--- src/rtl/core/dip_pkg.sv ---
package dip_pkg;

  localparam int unsigned MAIN_DEPTH_DEF = 4096;
  localparam int unsigned EAR_DEPTH_DEF  = 64;

  localparam int unsigned SAMPLE_W   = 24;
  localparam int unsigned GAIN_W     = 20;
  localparam int unsigned DIST_W     = 12;
  localparam int unsigned OFFSET_W   = 7;
  localparam int unsigned TAP_SUM_W  = DIST_W + 1;
  localparam int unsigned PROD_W     = SAMPLE_W + GAIN_W;
  localparam int unsigned FRAC_W     = 16;
  localparam int unsigned SHIFTED_W  = PROD_W - FRAC_W;
  localparam int unsigned CFG_IDX_W  = 2;
  localparam int unsigned CFG_DATA_W = GAIN_W;

  localparam logic [CFG_IDX_W-1:0] CFG_BASE_DELAY    = 2'd0;
  localparam logic [CFG_IDX_W-1:0] CFG_EAR_OFFSET    = 2'd1;
  localparam logic [CFG_IDX_W-1:0] CFG_PATH_GAIN     = 2'd2;
  localparam logic [CFG_IDX_W-1:0] CFG_COMBINED_MODE = 2'd3;

  localparam logic signed [GAIN_W-1:0]    GAIN_RESET = 20'sd65536;
  localparam logic signed [PROD_W-1:0]    ROUND_BIAS = 44'sd32768;
  localparam logic signed [SHIFTED_W-1:0] SAT_MAX    = 28'sd8388607;
  localparam logic signed [SHIFTED_W-1:0] SAT_MIN    = -28'sd8388608;

  typedef struct packed {
    logic [DIST_W-1:0]          base_delay;
    logic signed [OFFSET_W-1:0] ear_offset;
    logic signed [GAIN_W-1:0]   path_gain;
    logic                       combined_mode;
  } cfg_t;

  function automatic logic [OFFSET_W-1:0] offset_mag(logic signed [OFFSET_W-1:0] off);
    return off[OFFSET_W-1] ? OFFSET_W'(-off) : OFFSET_W'(off);
  endfunction

  function automatic logic signed [SAMPLE_W-1:0] scale_sat(logic signed [PROD_W-1:0] p);
    logic signed [PROD_W-1:0]    biased;
    logic signed [SHIFTED_W-1:0] r;
    biased = p + ROUND_BIAS;
    r      = biased[PROD_W-1:FRAC_W];
    if (r > SAT_MAX) begin
      return SAT_MAX[SAMPLE_W-1:0];
    end else if (r < SAT_MIN) begin
      return SAT_MIN[SAMPLE_W-1:0];
    end
    return r[SAMPLE_W-1:0];
  endfunction

endpackage

--- src/rtl/core/dip_gain.sv ---
module dip_gain import dip_pkg::*; (
  input  logic                       clk_i,
  input  logic                       rst_ni,
  input  logic signed [GAIN_W-1:0]   gain_i,
  input  logic                       valid_i,
  input  logic signed [SAMPLE_W-1:0] near_i,
  input  logic signed [SAMPLE_W-1:0] far_i,
  input  logic                       adv_i,
  output logic                       valid_o,
  output logic signed [SAMPLE_W-1:0] near_o,
  output logic signed [SAMPLE_W-1:0] far_o
);

  logic                     valid_q;
  logic signed [PROD_W-1:0] p_near_q, p_near_d, p_far_q, p_far_d;

  assign p_near_d = PROD_W'(near_i) * PROD_W'(gain_i);
  assign p_far_d  = PROD_W'(far_i) * PROD_W'(gain_i);

  always_ff @(posedge clk_i or negedge rst_ni) begin
    if (!rst_ni) begin
      valid_q <= 1'b0;
    end else if (adv_i) begin
      valid_q <= valid_i;
    end
  end

  always_ff @(posedge clk_i) begin
    if (adv_i) begin
      p_near_q <= p_near_d;
      p_far_q  <= p_far_d;
    end
  end

  assign valid_o = valid_q;
  assign near_o  = scale_sat(p_near_q);
  assign far_o   = scale_sat(p_far_q);

endmodule

--- config.mk ---
export PLATFORM = sky130hd
export DESIGN_NAME = dip_gain
export DESIGN_NICKNAME = d
export VERILOG_FILES = /design/src/rtl/core/dip_pkg.sv /design/src/rtl/core/dip_gain.sv
export SDC_FILE = /design/constraint.sdc
export NUM_CORES = 2
export LEC_CHECK = 0
export ABC_AREA = 1
export BUFFER_PORTS_ARGS = -buffer_cell sky130_fd_sc_hd__buf_2
export CAP_MARGIN = 30
export CORE_ASPECT_RATIO = 1.4
export CORE_MARGIN = 2
export CORE_UTILIZATION = 45
export CTS_CLUSTER_SIZE = 16
export DETAILED_ROUTE_END_ITERATION = 7
export PLACE_DENSITY = 0.69
export SLEW_MARGIN = 20
export SYNTH_ARGS = -nofsm -noshare
export SYNTH_HDL_FRONTEND = slang
export SYNTH_SLANG_ARGS = --single-unit
--- constraint.sdc ---
create_clock -name clk_i -period 2.35 [get_ports clk_i]
set_clock_uncertainty 0.1 [all_clocks]
set_input_delay 0.235 -clock clk_i [delete_from_list [all_inputs] [get_ports clk_i]]
set_output_delay 0.235 -clock clk_i [all_outputs]
set_load 0.05 [all_outputs]
==> results.md <==
| Item | Reported |
| --- | --- |
| Status | finished, violations left |
| Failing checks | negative setup slack |
| Setup slack, reg-to-reg | 1490 ps |
| DRC marker count from the first detailed-route iteration | 1781 |
| Worst path buffer plus inverter count | 6 |
| Kind of start point of the critical path | input port |
| # IOs | 121 |
| Clock transition at the registers of the reported paths | 60 ps |
| Layout overhead on the synthesized area | 35.01% |
| Most instantiated flip-flop cell in the synthesis netlist | sky130_fd_sc_hd__edfxtp_1 |
| GR Layer Usage met3 | 3.643% |
| Worst-margin pin slew | 469.6 ps |
| Core Area | 90800 µm² |
| Cell family contributing the most delay on the critical path | adder cells |
| Initial cell density of the core | 45.22% |
| Initial antenna violation count | 1 |
| Delay of the slowest cell on the worst path | 710 ps |
| Diodes inserted | 0 |
| Number of H-tree levels | 3 |
| Most used cell along the critical path | sky130_fd_sc_hd__fa_1 |
| Startpoint of the most critical register-to-register path | valid_o |
| Cell at the root of the clock tree | sky130_fd_sc_hd__clkbuf_16 |
| Critical Path, Cell by Cell | buf_12, buf_12, buf_12, buf_16, nand2_2, inv_2, fa_1, fa_1, fa_1, fa_1, fa_1, fa_2, fa_1, ha_4, a21oi_4, buf_4, o21ai_2, nand2_1, nand3_2, a21oi_1, nand3_1, nand2_1, nand2_1 |
| GRT Resource Usage Total | 29.72% |
| Worst-case reg-to-reg path depth | 1 |
| Met2 routing resource usage after global routing | 57.88% |
| Area contributors post-synth | sky130_fd_sc_hd__fa_1 48%, sky130_fd_sc_hd__inv_1 16%, sky130_fd_sc_hd__nand2_1 14% |
| Endpoints failing setup | 106 |
| PortBufs | 120 |
| Number of vias per cell | 4.982 |
| Mapped Cells | 5430 |
| Ratio of final minimum period to clock period | 253.6% |
| Yosys cell types | 36 |
| Max stage delay cell, worst path | sky130_fd_sc_hd__fa_1 |
| Maximum buffer depth of the clock tree | 2 |
| # clock sinks | 59 |
| Number of max-cap violations | 0 |
| Yosys warning count | 0 |
| Average detailed-routed wire length per instance | 18.60 µm |
| FILL cells | 7496 |
| Data required time at the worst endpoint | 2390 ps |
| Maximum operating frequency | 0.1678 GHz |
| Dominant cell type by area after synthesis | sky130_fd_sc_hd__fa_1 |
| Number of detailed-route iterations in the first pass | 7 |
| Unrepaired setup endpoints after global routing | true |
| Number of standard-cell rows in the floorplan | 131 |
| Number of global-route vias before repair | 41.40k |
| Maximum number of pins on one net before global-route repair | 60 |
| Met1 layer usage reported by global route | 27.52% |
| Layout cell share with drive strength beyond 1 | 29.24% |
| Remaining global-route overflow | 0 |
| Number of nets in the finished design | 7448 |
| Overall via count from detail_route | 36.72k |
| Count of state elements after synthesis | 59 |
| Register Area | 1767 µm² |
| Leading cell type by number of instances after synthesis | sky130_fd_sc_hd__inv_1 |
| Routed wire length | 137.1 mm |
| Number of remaining DRC errors | 0 |
| Critical path endpoint category | flop |
| Die Outline Area | 93720 µm² |
| Most instantiated cells after synthesis | 1697 x sky130_fd_sc_hd__inv_1, 1528 x sky130_fd_sc_hd__nand2_1, 982 x sky130_fd_sc_hd__fa_1 |
| Die Span Y | 361.4 µm |
| Global placer's final weighted congestion | 0.9798 |
| Netlist Area Pre-Place | 41060 µm² |
| Final-report hold violation count | 0 |
| Detailed-placement wirelength estimate | 109.1 mm |
| Utilization of the core after routing | 61.05% |
| Hold Crit Class | input port to async pin |
| Peak-usage layer in the global routing report | met2 |
| Die outline width | 259.3 µm |
| Capture instance of the worst register-to-register path | valid_o |
| Post-synthesis net count | 6710 |
| Classification of the worst setup path | input port to flop |
| Number of flops mapped to enable cells by yosys | 58 |
| Detail Route Antenna Nets | 0 |
| First-pass GRT wire length | 214.0 mm |
| Post-synth top area share | 47.87% |
| Worst Path Max Fanout | 8 |
| Seq/Total Area, Yosys | 4.302% |
| Area taken by multi-input logic gates | 36180 µm² |
| Later-pin clock latency in the skew report | 380 ps |
| Post-synthesis async set-or-reset flop share | 1.695% |
| Final setup slack of the worst path | -3610 ps |
| Data arrival, critical path | 6000 ps |
| Post-layout minimum cycle time | 5960 ps |
| Number of clock buffers inserted by TritonCTS | 9 |
| TritonCTS clock tree | done |
| Post-Syn Area per Cell | 7.563 µm² |
| Remaining max-slew budget at the tightest pin | 68.54% |
| Max-slew violation count | 0 |
repair_timing:
| action | 4_1_cts | 5_1_grt |
|---|---|---|
| hold buffers | 2 | 0 |
| gates resized for setup | 840 | 349 |
| endpoints found under the setup margin | 106 | 106 |
| buffers inserted | 111 | 39 |
| cloned | 26 | 6 |
| endpoints found under the hold margin | 2 | 0 |
| pin swaps | 257 | 242 |
layer usage:
metal | vias to the layer above | wire length, µm
li1 | 16620 | -
met2 | 1184 | 74800
met3 | 675 | 5853
met1 | 18250 | 42390
met5 | - | 0
met4 | 0 | 14050
state kept, by name, summed over array words and instances (netlist names):
| register | flops |
|---|---|
| p_near_q | 29 |
| valid_o | 1 |
| p_far_q | 29 |
layout by cell type (no fill, tap or decap), types with 27 or more instances in the layout:
master / Yosys / routed
sky130_fd_sc_hd__ha_1: 226 / 158
sky130_fd_sc_hd__buf_12: 0 / 73
sky130_fd_sc_hd__nor2_4: 1 / 75
sky130_fd_sc_hd__nand2_4: 0 / 84
sky130_fd_sc_hd__inv_2: 0 / 143
sky130_fd_sc_hd__xnor2_1: 52 / 44
sky130_fd_sc_hd__nand3_1: 83 / 67
sky130_fd_sc_hd__fa_2: 0 / 55
sky130_fd_sc_hd__inv_1: 1697 / 1547
sky130_fd_sc_hd__nand4_1: 27 / 27
sky130_fd_sc_hd__buf_4: 2 / 646
sky130_fd_sc_hd__nor2_2: 4 / 68
sky130_fd_sc_hd__fa_1: 982 / 927
sky130_fd_sc_hd__nand2_1: 1528 / 1283
sky130_fd_sc_hd__edfxtp_1: 58 / 58
sky130_fd_sc_hd__buf_8: 0 / 53
sky130_fd_sc_hd__buf_6: 6 / 99
sky130_fd_sc_hd__nor2_1: 272 / 134
sky130_fd_sc_hd__nand2_2: 5 / 160
sky130_fd_sc_hd__a21oi_4: 0 / 41
sky130_fd_sc_hd__ha_4: 0 / 65
sky130_fd_sc_hd__a21oi_2: 0 / 47
sky130_fd_sc_hd__xor2_1: 41 / 31
how the worst max path moves through the flow:
stage | slack [ps] | cells past startpoint | endpoint | startpoint
global placement | -4200 | 23 | p_near_q[23] | gain_i[5]
global route | -3740 | 23 | p_near_q[41] | gain_i[17]
CTS | -3440 | 25 | p_far_q[37] | gain_i[2]
floorplan | -3660 | 27 | p_near_q[42] | gain_i[4]
finish | -3610 | 23 | p_near_q[41] | gain_i[17]
detailed placement | -4240 | 23 | p_near_q[23] | gain_i[5]
logic make-up (layout without fill, tap and decap cells):
kind of cell               after synthesis  count (layout)  share of synthesized area (%)
muxes                                    1               1                        0.02742
adders and majority gates             1208            1208                          54.76
and+or+nand+nor                       1971            1971                          18.81
AOI/OAI and AO/OA                      197             197                          2.596
DFF                                     59              59                          4.302
buffers and inverters                 1901            2644                          17.52
xor gates and xnor gates                93              93                          1.984
per-stage QoR:
stage | worst slack, ps | hold WS [ps] | TNS [ps] | cell area, µm² | std cells
after global placement | -4199 | -89.81 | -233330 | 49110 | 7179
final | -3610 | 54.26 | -215210 | 55440 | 7370
after CTS | -3444 | 43.08 | -208060 | 53890 | 7329
after floorplan | -3656 | -160.6 | -189190 | 43160 | 5430
after detailed placement | -4245 | -90.08 | -234800 | 49110 | 7179
after global routing | -3742 | 60.84 | -231580 | 55440 | 7370
cell type report:
class | count | area share, %
clock inverters | 7 | 0.08125
clock buffers | 9 | 0.4062
multi-input cells | 3470 | 65.26
well taps | 1197 | 2.701
inverters | 1697 | 11.54
repair buffers | 931 | 16.83
flip-flops and latches | 59 | 3.187
Power is left out: the tool's default activity adds up to more than one toggle a clock period on the data nets, which glitch-free logic cannot reach.
